$ cat src/rtl/srps_pkg.sv
// Package with the shared constants, codes and types of the pair stack.
`timescale 1ns / 1ps
package srps_pkg;

    localparam int DEPTH   = 16;
    localparam int DEPTH_W = $clog2(DEPTH);
    localparam int SDEP_W  = 5;
    localparam int CMP_W   = (DEPTH_W > SDEP_W) ? DEPTH_W : SDEP_W;
    localparam int NODE_W  = 32;
    localparam int COST_W  = 32;

    typedef enum logic [1:0] {
        OP_PUSH   = 2'd0,
        OP_POP    = 2'd1,
        OP_FILL   = 2'd2,
        OP_SEARCH = 2'd3
    } t_op;

    typedef struct packed {
        t_op                 operation;
        logic [NODE_W-1:0]   node_in;
        logic [COST_W-1:0]   cost_in;
        logic [SDEP_W-1:0]   search_depth;
    } t_item;

    typedef struct packed {
        logic [NODE_W-1:0] node_out;
        logic [COST_W-1:0] cost_out;
        logic              found;
    } t_result;

    typedef struct packed {
        logic load;
        logic exec;
    } t_cmd;

endpackage

$ cat src/rtl/srps_if.sv
// Handshake interfaces for the input and result channels of the pair stack.
`timescale 1ns / 1ps
interface srps_in_if;
    logic                         valid;
    logic                         ready;
    logic [1:0]                   operation;
    logic [srps_pkg::NODE_W-1:0]  node_in;
    logic [srps_pkg::COST_W-1:0]  cost_in;
    logic [srps_pkg::SDEP_W-1:0]  search_depth;

    modport source (output valid, operation, node_in, cost_in, search_depth, input ready);
    modport sink   (input valid, operation, node_in, cost_in, search_depth, output ready);
endinterface

interface srps_out_if;
    logic                         valid;
    logic                         ready;
    logic [srps_pkg::NODE_W-1:0]  node_out;
    logic [srps_pkg::COST_W-1:0]  cost_out;
    logic                         found;

    modport source (output valid, node_out, cost_out, found, input ready);
    modport sink   (input valid, node_out, cost_out, found, output ready);
endinterface

$ cat src/rtl/shift_register_pair_stack.sv
// Top level of the pair stack: controller, datapath and channel wiring.
//
//   Channel  Direction  Fields
//   i_in     sink       operation, node_in, cost_in, search_depth
//   o_out    source     node_out, cost_out, found
//
// Each transaction is first captured in S_IDLE and then executed in S_EXEC,
// which updates the entries and loads the result register; a new transaction
// is taken only after the last one has executed. The result register lets
// the next transaction be captured while a result still waits; execution
// stalls only while that register is full and not being taken. Reset is
// synchronous and clears all entries to zero in the same cycle.
`timescale 1ns / 1ps
module shift_register_pair_stack (
    input  logic        i_clk,
    input  logic        i_rst_n,
    srps_in_if.sink     i_in,
    srps_out_if.source  o_out
);
    import srps_pkg::*;

    t_cmd    cmd;
    t_item   item;
    t_result result;

    assign item.operation    = t_op'(i_in.operation);
    assign item.node_in      = i_in.node_in;
    assign item.cost_in      = i_in.cost_in;
    assign item.search_depth = i_in.search_depth;

    srps_ctrl u_ctrl (
        .i_clk       (i_clk),
        .i_rst_n     (i_rst_n),
        .i_in_valid  (i_in.valid),
        .i_out_ready (o_out.ready),
        .o_in_ready  (i_in.ready),
        .o_out_valid (o_out.valid),
        .o_cmd       (cmd)
    );

    srps_dp u_dp (
        .i_clk    (i_clk),
        .i_rst_n  (i_rst_n),
        .i_cmd    (cmd),
        .i_item   (item),
        .o_result (result)
    );

    assign o_out.node_out = result.node_out;
    assign o_out.cost_out = result.cost_out;
    assign o_out.found    = result.found;

`ifndef SYNTHESIS
    a_no_overwrite: assert property (@(posedge i_clk) disable iff (!i_rst_n)
        cmd.exec |-> !(o_out.valid && !o_out.ready))
        else $error("Result register overwritten while its transaction waits.");

    a_load_exec_apart: assert property (@(posedge i_clk) disable iff (!i_rst_n)
        !(cmd.load && cmd.exec))
        else $error("Capture and execution in the same cycle.");

    a_one_in_flight: assert property (@(posedge i_clk) disable iff (!i_rst_n)
        (i_in.valid && i_in.ready) |=> !i_in.ready)
        else $error("Input taken again before the previous transaction executed.");

    a_exec_gives_result: assert property (@(posedge i_clk) disable iff (!i_rst_n)
        cmd.exec |=> o_out.valid)
        else $error("Executed transaction did not present a result.");
`endif

endmodule

$ cat src/rtl/srps_ctrl.sv
// Controller state machine that sequences capture, execution and result handoff.
`timescale 1ns / 1ps
module srps_ctrl (
    input  logic           i_clk,
    input  logic           i_rst_n,
    input  logic           i_in_valid,
    input  logic           i_out_ready,
    output logic           o_in_ready,
    output logic           o_out_valid,
    output srps_pkg::t_cmd o_cmd
);
    import srps_pkg::*;

    typedef enum logic [1:0] {
        S_IDLE = 2'b01,
        S_EXEC = 2'b10
    } t_state;

    t_state r_state;
    t_state n_state;
    logic   r_out_valid;
    logic   n_out_valid;
    logic   slot_free;

    assign slot_free   = !r_out_valid || i_out_ready;
    assign o_in_ready  = (r_state == S_IDLE);
    assign o_out_valid = r_out_valid;

    always_comb begin
        n_state     = r_state;
        n_out_valid = r_out_valid && !i_out_ready;
        o_cmd       = '0;
        unique case (r_state)
            S_IDLE: begin
                if (i_in_valid) begin
                    o_cmd.load = 1'b1;
                    n_state    = S_EXEC;
                end
            end
            S_EXEC: begin
                if (slot_free) begin
                    o_cmd.exec  = 1'b1;
                    n_out_valid = 1'b1;
                    n_state     = S_IDLE;
                end
            end
            default: begin
                n_state = S_IDLE;
            end
        endcase
    end

    always_ff @(posedge i_clk) begin
        if (!i_rst_n) begin
            r_state     <= S_IDLE;
            r_out_valid <= 1'b0;
        end else begin
            r_state     <= n_state;
            r_out_valid <= n_out_valid;
        end
    end

endmodule

$ cat src/rtl/srps_dp.sv
// Datapath with the shifting entry registers, the search compare and the result register.
`timescale 1ns / 1ps
module srps_dp (
    input  logic              i_clk,
    input  logic              i_rst_n,
    input  srps_pkg::t_cmd    i_cmd,
    input  srps_pkg::t_item   i_item,
    output srps_pkg::t_result o_result
);
    import srps_pkg::*;

    logic [NODE_W-1:0] r_nodes [DEPTH];
    logic [COST_W-1:0] r_costs [DEPTH];
    t_item             r_item;
    t_result           r_result;
    logic [DEPTH-1:0]  hit_vec;
    t_result           n_result;

    assign o_result = r_result;

    always_comb begin
        for (int i = 0; i < DEPTH; i++) begin
            hit_vec[i] = (r_nodes[i] == r_item.node_in)
                      && (CMP_W'(r_item.search_depth) > CMP_W'(i));
        end
    end

    always_comb begin
        n_result = '0;
        case (r_item.operation)
            OP_POP: begin
                n_result.node_out = r_nodes[0];
                n_result.cost_out = r_costs[0];
            end
            OP_SEARCH: begin
                n_result.found = |hit_vec;
            end
            default: begin
                n_result = '0;
            end
        endcase
    end

    always_ff @(posedge i_clk) begin
        if (i_cmd.load) begin
            r_item <= i_item;
        end
        if (i_cmd.exec) begin
            r_result <= n_result;
        end
    end

    always_ff @(posedge i_clk) begin
        if (!i_rst_n) begin
            for (int i = 0; i < DEPTH; i++) begin
                r_nodes[i] <= '0;
                r_costs[i] <= '0;
            end
        end else if (i_cmd.exec) begin
            case (r_item.operation)
                OP_PUSH: begin
                    for (int i = 1; i < DEPTH; i++) begin
                        r_nodes[i] <= r_nodes[i-1];
                        r_costs[i] <= r_costs[i-1];
                    end
                    r_nodes[0] <= r_item.node_in;
                    r_costs[0] <= r_item.cost_in;
                end
                OP_POP: begin
                    for (int i = 0; i < DEPTH - 1; i++) begin
                        r_nodes[i] <= r_nodes[i+1];
                        r_costs[i] <= r_costs[i+1];
                    end
                    r_nodes[DEPTH-1] <= '0;
                    r_costs[DEPTH-1] <= '0;
                end
                OP_FILL: begin
                    for (int i = 0; i < DEPTH; i++) begin
                        r_nodes[i] <= r_item.node_in;
                        r_costs[i] <= r_item.cost_in;
                    end
                end
                default: begin
                end
            endcase
        end
    end

endmodule

$ cat src/flat_wrapper.sv
// flat-port wrapper written by rule: the top's interface ports become plain ports
module shift_register_pair_stack_flat import srps_pkg::*;
  (i_clk, i_rst_n, i_in_valid, i_in_operation, i_in_node_in, i_in_cost_in, i_in_search_depth, i_in_ready, o_out_valid, o_out_node_out, o_out_cost_out, o_out_found, o_out_ready);
  srps_in_if i_in_i ();
  srps_out_if o_out_i ();
  input  logic i_clk;
  input  logic i_rst_n;
  input wire logic [$bits(i_in_i.valid)-1:0] i_in_valid;
  input wire logic [$bits(i_in_i.operation)-1:0] i_in_operation;
  input wire logic [$bits(i_in_i.node_in)-1:0] i_in_node_in;
  input wire logic [$bits(i_in_i.cost_in)-1:0] i_in_cost_in;
  input wire logic [$bits(i_in_i.search_depth)-1:0] i_in_search_depth;
  output wire logic [$bits(i_in_i.ready)-1:0] i_in_ready;
  output wire logic [$bits(o_out_i.valid)-1:0] o_out_valid;
  output wire logic [$bits(o_out_i.node_out)-1:0] o_out_node_out;
  output wire logic [$bits(o_out_i.cost_out)-1:0] o_out_cost_out;
  output wire logic [$bits(o_out_i.found)-1:0] o_out_found;
  input wire logic [$bits(o_out_i.ready)-1:0] o_out_ready;
  assign i_in_i.valid = i_in_valid;
  assign i_in_i.operation = i_in_operation;
  assign i_in_i.node_in = i_in_node_in;
  assign i_in_i.cost_in = i_in_cost_in;
  assign i_in_i.search_depth = i_in_search_depth;
  assign i_in_ready = i_in_i.ready;
  assign o_out_valid = o_out_i.valid;
  assign o_out_node_out = o_out_i.node_out;
  assign o_out_cost_out = o_out_i.cost_out;
  assign o_out_found = o_out_i.found;
  assign o_out_i.ready = o_out_ready;
  shift_register_pair_stack u_core (.i_clk(i_clk), .i_rst_n(i_rst_n), .i_in(i_in_i), .o_out(o_out_i));
endmodule
$ cat config.mk
export PLATFORM = sky130hd
export DESIGN_NAME = shift_register_pair_stack_flat
export DESIGN_NICKNAME = d
export VERILOG_FILES = /design/src/rtl/srps_pkg.sv /design/src/rtl/srps_if.sv /design/src/rtl/shift_register_pair_stack.sv /design/src/rtl/srps_ctrl.sv /design/src/rtl/srps_dp.sv /design/src/flat_wrapper.sv
export SDC_FILE = /design/constraint.sdc
export NUM_CORES = 2
export LEC_CHECK = 0
export BUFFER_PORTS_ARGS = -buffer_cell sky130_fd_sc_hd__buf_2
export CORE_MARGIN = 5
export CORE_UTILIZATION = 30
export CTS_BUF_LIST = sky130_fd_sc_hd__clkbuf_4 sky130_fd_sc_hd__clkbuf_8
export DETAILED_ROUTE_END_ITERATION = 6
export GPL_ROUTABILITY_DRIVEN = 0
export GPL_TIMING_DRIVEN = 0
export SYNTH_ARGS = -nofsm -noshare
export SYNTH_HDL_FRONTEND = slang
export SYNTH_HIERARCHICAL = 1
export SYNTH_SLANG_ARGS = --single-unit
$ cat constraint.sdc
create_clock -name i_clk -period 13.7 [get_ports i_clk]
set_input_delay 1.37 -clock i_clk [delete_from_list [all_inputs] [get_ports i_clk]]
set_output_delay 1.37 -clock i_clk [all_outputs]
set_load 0.02 [all_outputs]
# After elaboration in Yosys (flattened, before gate mapping)
# Memories as Yosys holds them, arrays and structs flattened.
# Cells that the tools add are included.
# Widths: inputs -> output; s select.
[totals] register_bits=139 ramBits=1024 memories=2 word_cells=287 input_bits=75
[op_classes] eq_ne=23 reduce_logical=23 magnitude_cmp=16 n_bitwise=96 muxes=118
[mem_list] memory="u_core.u_dp.r_costs" depth=16 word_bits=32 rd=16 rd_ports_with_merged_regs=0 write_ports=16 line_no="srps_dp.sv:13" source="logic [COST_W-1:0] r_costs [DEPTH];"
[mem_list] memory="u_core.u_dp.r_nodes" depth=16 word_bits=32 rd=16 rd_ports_with_merged_regs=0 write_ports=16 line_no="srps_dp.sv:12" source="logic [NODE_W-1:0] r_nodes [DEPTH];"
[op_table] op="$mux 32" count=96
[op_table] op="$eq 32x32->1" count=16
[op_table] op="$or 1x1->1" count=96
[op_table] op="$gt 5x4->1 const B" count=8
[op_table] op="$gt 5x3->1 const B" count=4
[op_table] op="$mux 1" count=19
[op_table] op="$logic_and 1x1->1" count=17
[op_table] op="$reduce_or 16->1" count=1
[op_table] op="$gt 5x1->1 const B" count=2
[op_table] op="$gt 5x2->1 const B" count=2
[op_table] op="$eq 2x2->1 const B" count=3
[op_table] op="$eq 2x1->1 const B" count=2
[op_table] op="$mux 2" count=2
[op_table] op="$ne 2x2->1 const B" count=2
[op_table] op="$pmux 2 s2" count=1
[op_table] op="$logic_not 1->1" count=2
[op_table] op="$logic_not 2->1" count=1
[op_table] op="$reduce_and 2->1" count=1
[op_table] op="$logic_or 1x1->1" count=1

# Longest topological paths before layout
[depth] ltp_word=10 depth_mapped=10 ltp_nobuf=7

# Cells and area by module
# Netlist, hierarchy kept.
[by_module_without_submodules] mod="srps_dp" area_each_um2=54706.2 seq_area_each_um2=34833.4 instances=1 cells_per_inst=3745
[by_module_without_submodules] mod="srps_ctrl" area_each_um2=126.4 seq_area_each_um2=60.1 instances=1 cells_per_inst=12

# Least setup slack after synthesis
# No wires, ideal clock.
[synth_path] path_type="input to register" start="in o_out_ready" end="mem u_core.u_dp.r_costs[3][4], in the netlist u_core/u_dp/r_costs[0][100] (enable)" setup_ns=0.766 path_buffers=0 setup_slack_ns=-0.428 arrival_time_ns=13.363 cell_stages=4 path_cell_list="nand2b_1 nor2b_1 nand2_1 nand2_1"
[synth_lines] item="from (decl)" line_no="flat_wrapper.sv:18" source="input wire logic [$bits(o_out_i.ready)-1:0] o_out_ready;"
[synth_lines] item="to (decl)" line_no="srps_dp.sv:13"

==> results.sh <==
export IMPL_run_status="finished with violations"
export IMPL_violations="max-capacitance violations, max-slew violations"
export IMPL_synth_simple_area_share_pct=5.08
export IMPL_startpoint="o_out_ready"
export IMPL_fin_hold_ws_ps=518
export IMPL_synthXorXnorAreaFrac_pct=8.18
export IMPL_io_buffers=141
export IMPL_fin_crit_sh_pct=30.0
export IMPL_synthTopCellsByArea="edfxtp_1, a221o_1, xor2_1"
export IMPL_drtIter0Drc=6018
export IMPL_synth_edf_count=1160
export IMPL_grt_max_degree=119
export IMPL_fillers=17800
export IMPL_grt_use_total_pct=19.5
export IMPL_p_leak_nw=24.2
export IMPL_async_flop_share_pct=0
export IMPL_path_cells="buf_2 -> nand2b_1 -> nor2b_4 -> nand2_1 -> nor2_1 -> clkbuf_2 -> and2_1 -> buf_2 -> buf_2 -> nand2_1 -> o21ai_0"
export IMPL_fmax_mhz=244
export IMPL_ios=142
export IMPL_worstSetupPathType="in2reg"
export IMPL_r2r_end="u_core/u_dp/r_costs[3][89]"
export IMPL_final_cell_mix="edfxtp_1, a221o_1, xor2_1, buf_2, nand2_1"
export IMPL_crit_family="simple AND/OR/NAND/NOR gates"
export IMPL_vias=39200
export IMPL_clockRootBuffer="clkbuf_8"
export IMPL_hold_viol=0
export IMPL_grt_pass1_vias=38000
export IMPL_cts_sinks=1163
export IMPL_maxCapViolCount=1
export IMPL_drv_slew=2
export IMPL_dpl_hpwl_mm=141
export IMPL_synth_compound_area_share_pct=15.9
export IMPL_powerDensity_nw_per_um2=126
export IMPL_htreeDepth=4
export IMPL_critPathLaunchType="input pin"
export IMPL_syn2layout_area_growth_pct=14.0
export IMPL_synth_top_family_by_area="compound AO/OA/AOI/OAI gates"
export IMPL_coreArea_sq_um=182000
export IMPL_cts_inserted_buffers=184
export IMPL_syn_avg_cell_area_sq_um=14.6
export IMPL_r2r_cells=10
export IMPL_clock_latency_ps=920
export IMPL_tightest_slew_ps=1550
export IMPL_multi_input_area_sq_um=18000
export IMPL_worst_path_stages=11
export IMPL_ys_warnings_count=6
export IMPL_peakVddDrop_uv=85.9
export IMPL_fp_dieW_microns=438
export IMPL_vias_per_cell=5.92
export IMPL_setup_viol=0
export IMPL_min_delay_path_class="reg2reg"
export IMPL_slowest_delay_ps=620
export IMPL_ys_seq_elements=1163
export IMPL_cp_end_kind="flip-flop"
export IMPL_synth_top_area_share_pct=63.5
export IMPL_clock_skew_ps=51.1
export IMPL_slew_headroom_pct=-5.88
export IMPL_cp_data_arrival_time_ps=4820
export IMPL_path_clk_slew_ps=60
export IMPL_clk_path_buf_depth=3
export IMPL_grt_remaining_overflow=0
export IMPL_crit_buf_inv=4
export IMPL_route_detailed_drc=0
export IMPL_r2r_start="u_core/u_ctrl/r_state[0]"
export IMPL_synth_fa_ha_area_share_pct=0
export IMPL_initial_core_util_pct=30.0
export IMPL_ys_seq_area_share_pct=63.6
export IMPL_rsz0062_at_grt="no"
export IMPL_r2r_slack_ps=9770
export IMPL_worstPathMaxFanout=18
export IMPL_final_setup_worst_slack_ps=9600
export IMPL_cp_endpoint="u_core/u_dp/r_costs[3][89]"
export IMPL_regArea_sq_um=34900
export IMPL_postCtsResizedCells=0
export IMPL_drt_wl_total_mm=196
export IMPL_drive_above_1_share_pct=16.0
export IMPL_antenna_found_initial=4
export IMPL_avgRoutedWirePerCell_microns=29.6
export IMPL_cts_tree="done"
export IMPL_worst_path_most_repeated_cell="buf_2"
export IMPL_dieHeight_microns=438
export IMPL_grt_first_pass_wirelength_mm=276
export IMPL_ant_nets=0
export IMPL_critPathSlowestCell="nor2b_4"
export IMPL_layout_commonest_cell="edfxtp_1"
export IMPL_design_die_area_sq_um=191000
export IMPL_finalNetCount=4174
export IMPL_dr_pass1_iters=7
export IMPL_synthMuxAreaShare_pct=3.50
export IMPL_synth_flop_cell="edfxtp_1"
export IMPL_period_minus_slack_ps=4100
export IMPL_cts_setup_buffers=0
export IMPL_ys_types=47
export IMPL_hold_buffers=0
export IMPL_synthCells=3757
export IMPL_yosysTopAreaCell="edfxtp_1"
export IMPL_synthesis_nets=3832
export IMPL_rows=157
export IMPL_syn_cell_area_sq_um=54800
export IMPL_dp_slack_ps=8800
export IMPL_worst_ep_required_time_ps=14420
area by class of cell:
class	count	share of cell area, %
Clock inverter	64	0.633
Sequential cell	1163	55.8
Multi-Input combinational cell	2213	28.8
Timing Repair Buffer	156	1.77
Inverter	1	0.00601
Tap cell	2385	4.77
Clock buffer	258	4.97
Antenna cell	3	0.0120
Buffer	380	3.24
worst min path at each step:
stage | start | cells after the start | endpoint | slack (ps)
4_1_cts | u_core/u_ctrl/o_out_valid | 2 | u_core/u_ctrl/o_out_valid | 530
5_1_grt | u_core/u_dp/r_costs[3][84] | 2 | u_core/u_dp/r_costs[3][116] | 560
2_1_floorplan | u_core/u_ctrl/r_state[1] | 2 | u_core/u_ctrl/o_out_valid | 490
6_report | u_core/u_ctrl/o_out_valid | 2 | u_core/u_ctrl/o_out_valid | 520
3_5_place_dp | u_core/u_ctrl/o_out_valid | 2 | u_core/u_ctrl/o_out_valid | 520
3_3_place_gp | u_core/u_ctrl/o_out_valid | 2 | u_core/u_ctrl/o_out_valid | 480
power breakdown:
group / total (mW) / internal [mW] / leakage [nW] / switching (mW)
clock network: 2.96 / 1.50 / 1.86 / 1.46
registers: 4.28 / 4.11 / 11.9 / 0.166
logic: 0.605 / 0.181 / 10.5 / 0.423
sequential cells by signal, indices dropped and copies added (netlist names):
register,count
u_core/u_dp/r_nodes,512
u_core/u_dp/r_costs,512
u_core/u_ctrl/r_state,2
u_core/u_dp/r_item,71
u_core/u_ctrl/o_out_valid,1
u_core/u_dp/o_result,65
cell usage after synthesis (2+ instances only):
master and number:
edfxtp_1 1160, nor4_2 4, and2_1 65, buf_8 2, a2111oi_0 4, nand2b_1 2
nand3_1 15, xor2_1 439, a21oi_1 4, clkbuf_1 140, buf_4 15, a22o_1 63
buf_2 160, xnor2_1 73, nor4_1 112, o21ai_0 193, buf_1 21, nand4_1 35
o21a_1 3, buf_6 39, a31oi_1 2, and3_1 63, a41oi_1 2, dfxtp_1 3
nor2b_1 4, nor2_1 4, nand2_1 206, or3_1 2, a221o_1 704, nor3_1 10
mux2i_1 192
stage by stage:
| stage | cell area (sq um) | total power, mW | util [%] | instances | setup TNS (ps) |
|---|---|---|---|---|---|
| final | 62500 | 7.84 | 34.2 | 6623 | 0 |
| after floorplan | 54800 | 4.64 | - | 3757 | 0 |
| after global placement | 58500 | 4.96 | 32.1 | 6283 | -1844520 |
| after detailed placement | 59000 | 4.92 | 32.3 | 6298 | 0 |
| after CTS | 62500 | 7.88 | 34.2 | 6620 | 0 |
| after global routing | 62500 | 8.10 | 34.2 | 6620 | 0 |
worst min-delay path, delay by kind of cell, from the launching register on:
kind | cells | cell delay (ps)
flops | 1 | 320
compound gates | 1 | 60
simple gates | 1 | 90
metal layers:
layer	track usage [%]	wire length (microns)
met4	5.75	5580
met3	5.42	22900
met2	30.5	89300
met1	26.5	78500
met5	0	0
kinds of logic (layout without fill, tap and decap cells):
logic type	count (synthesis)	count (layout)
flops	1163	1163
compound gates	981	981
simple gates	528	528
xor+xnor	512	512
buf+inv	381	859
mux	192	192
other cells	0	3
Power figures use the tool's default switching activity.
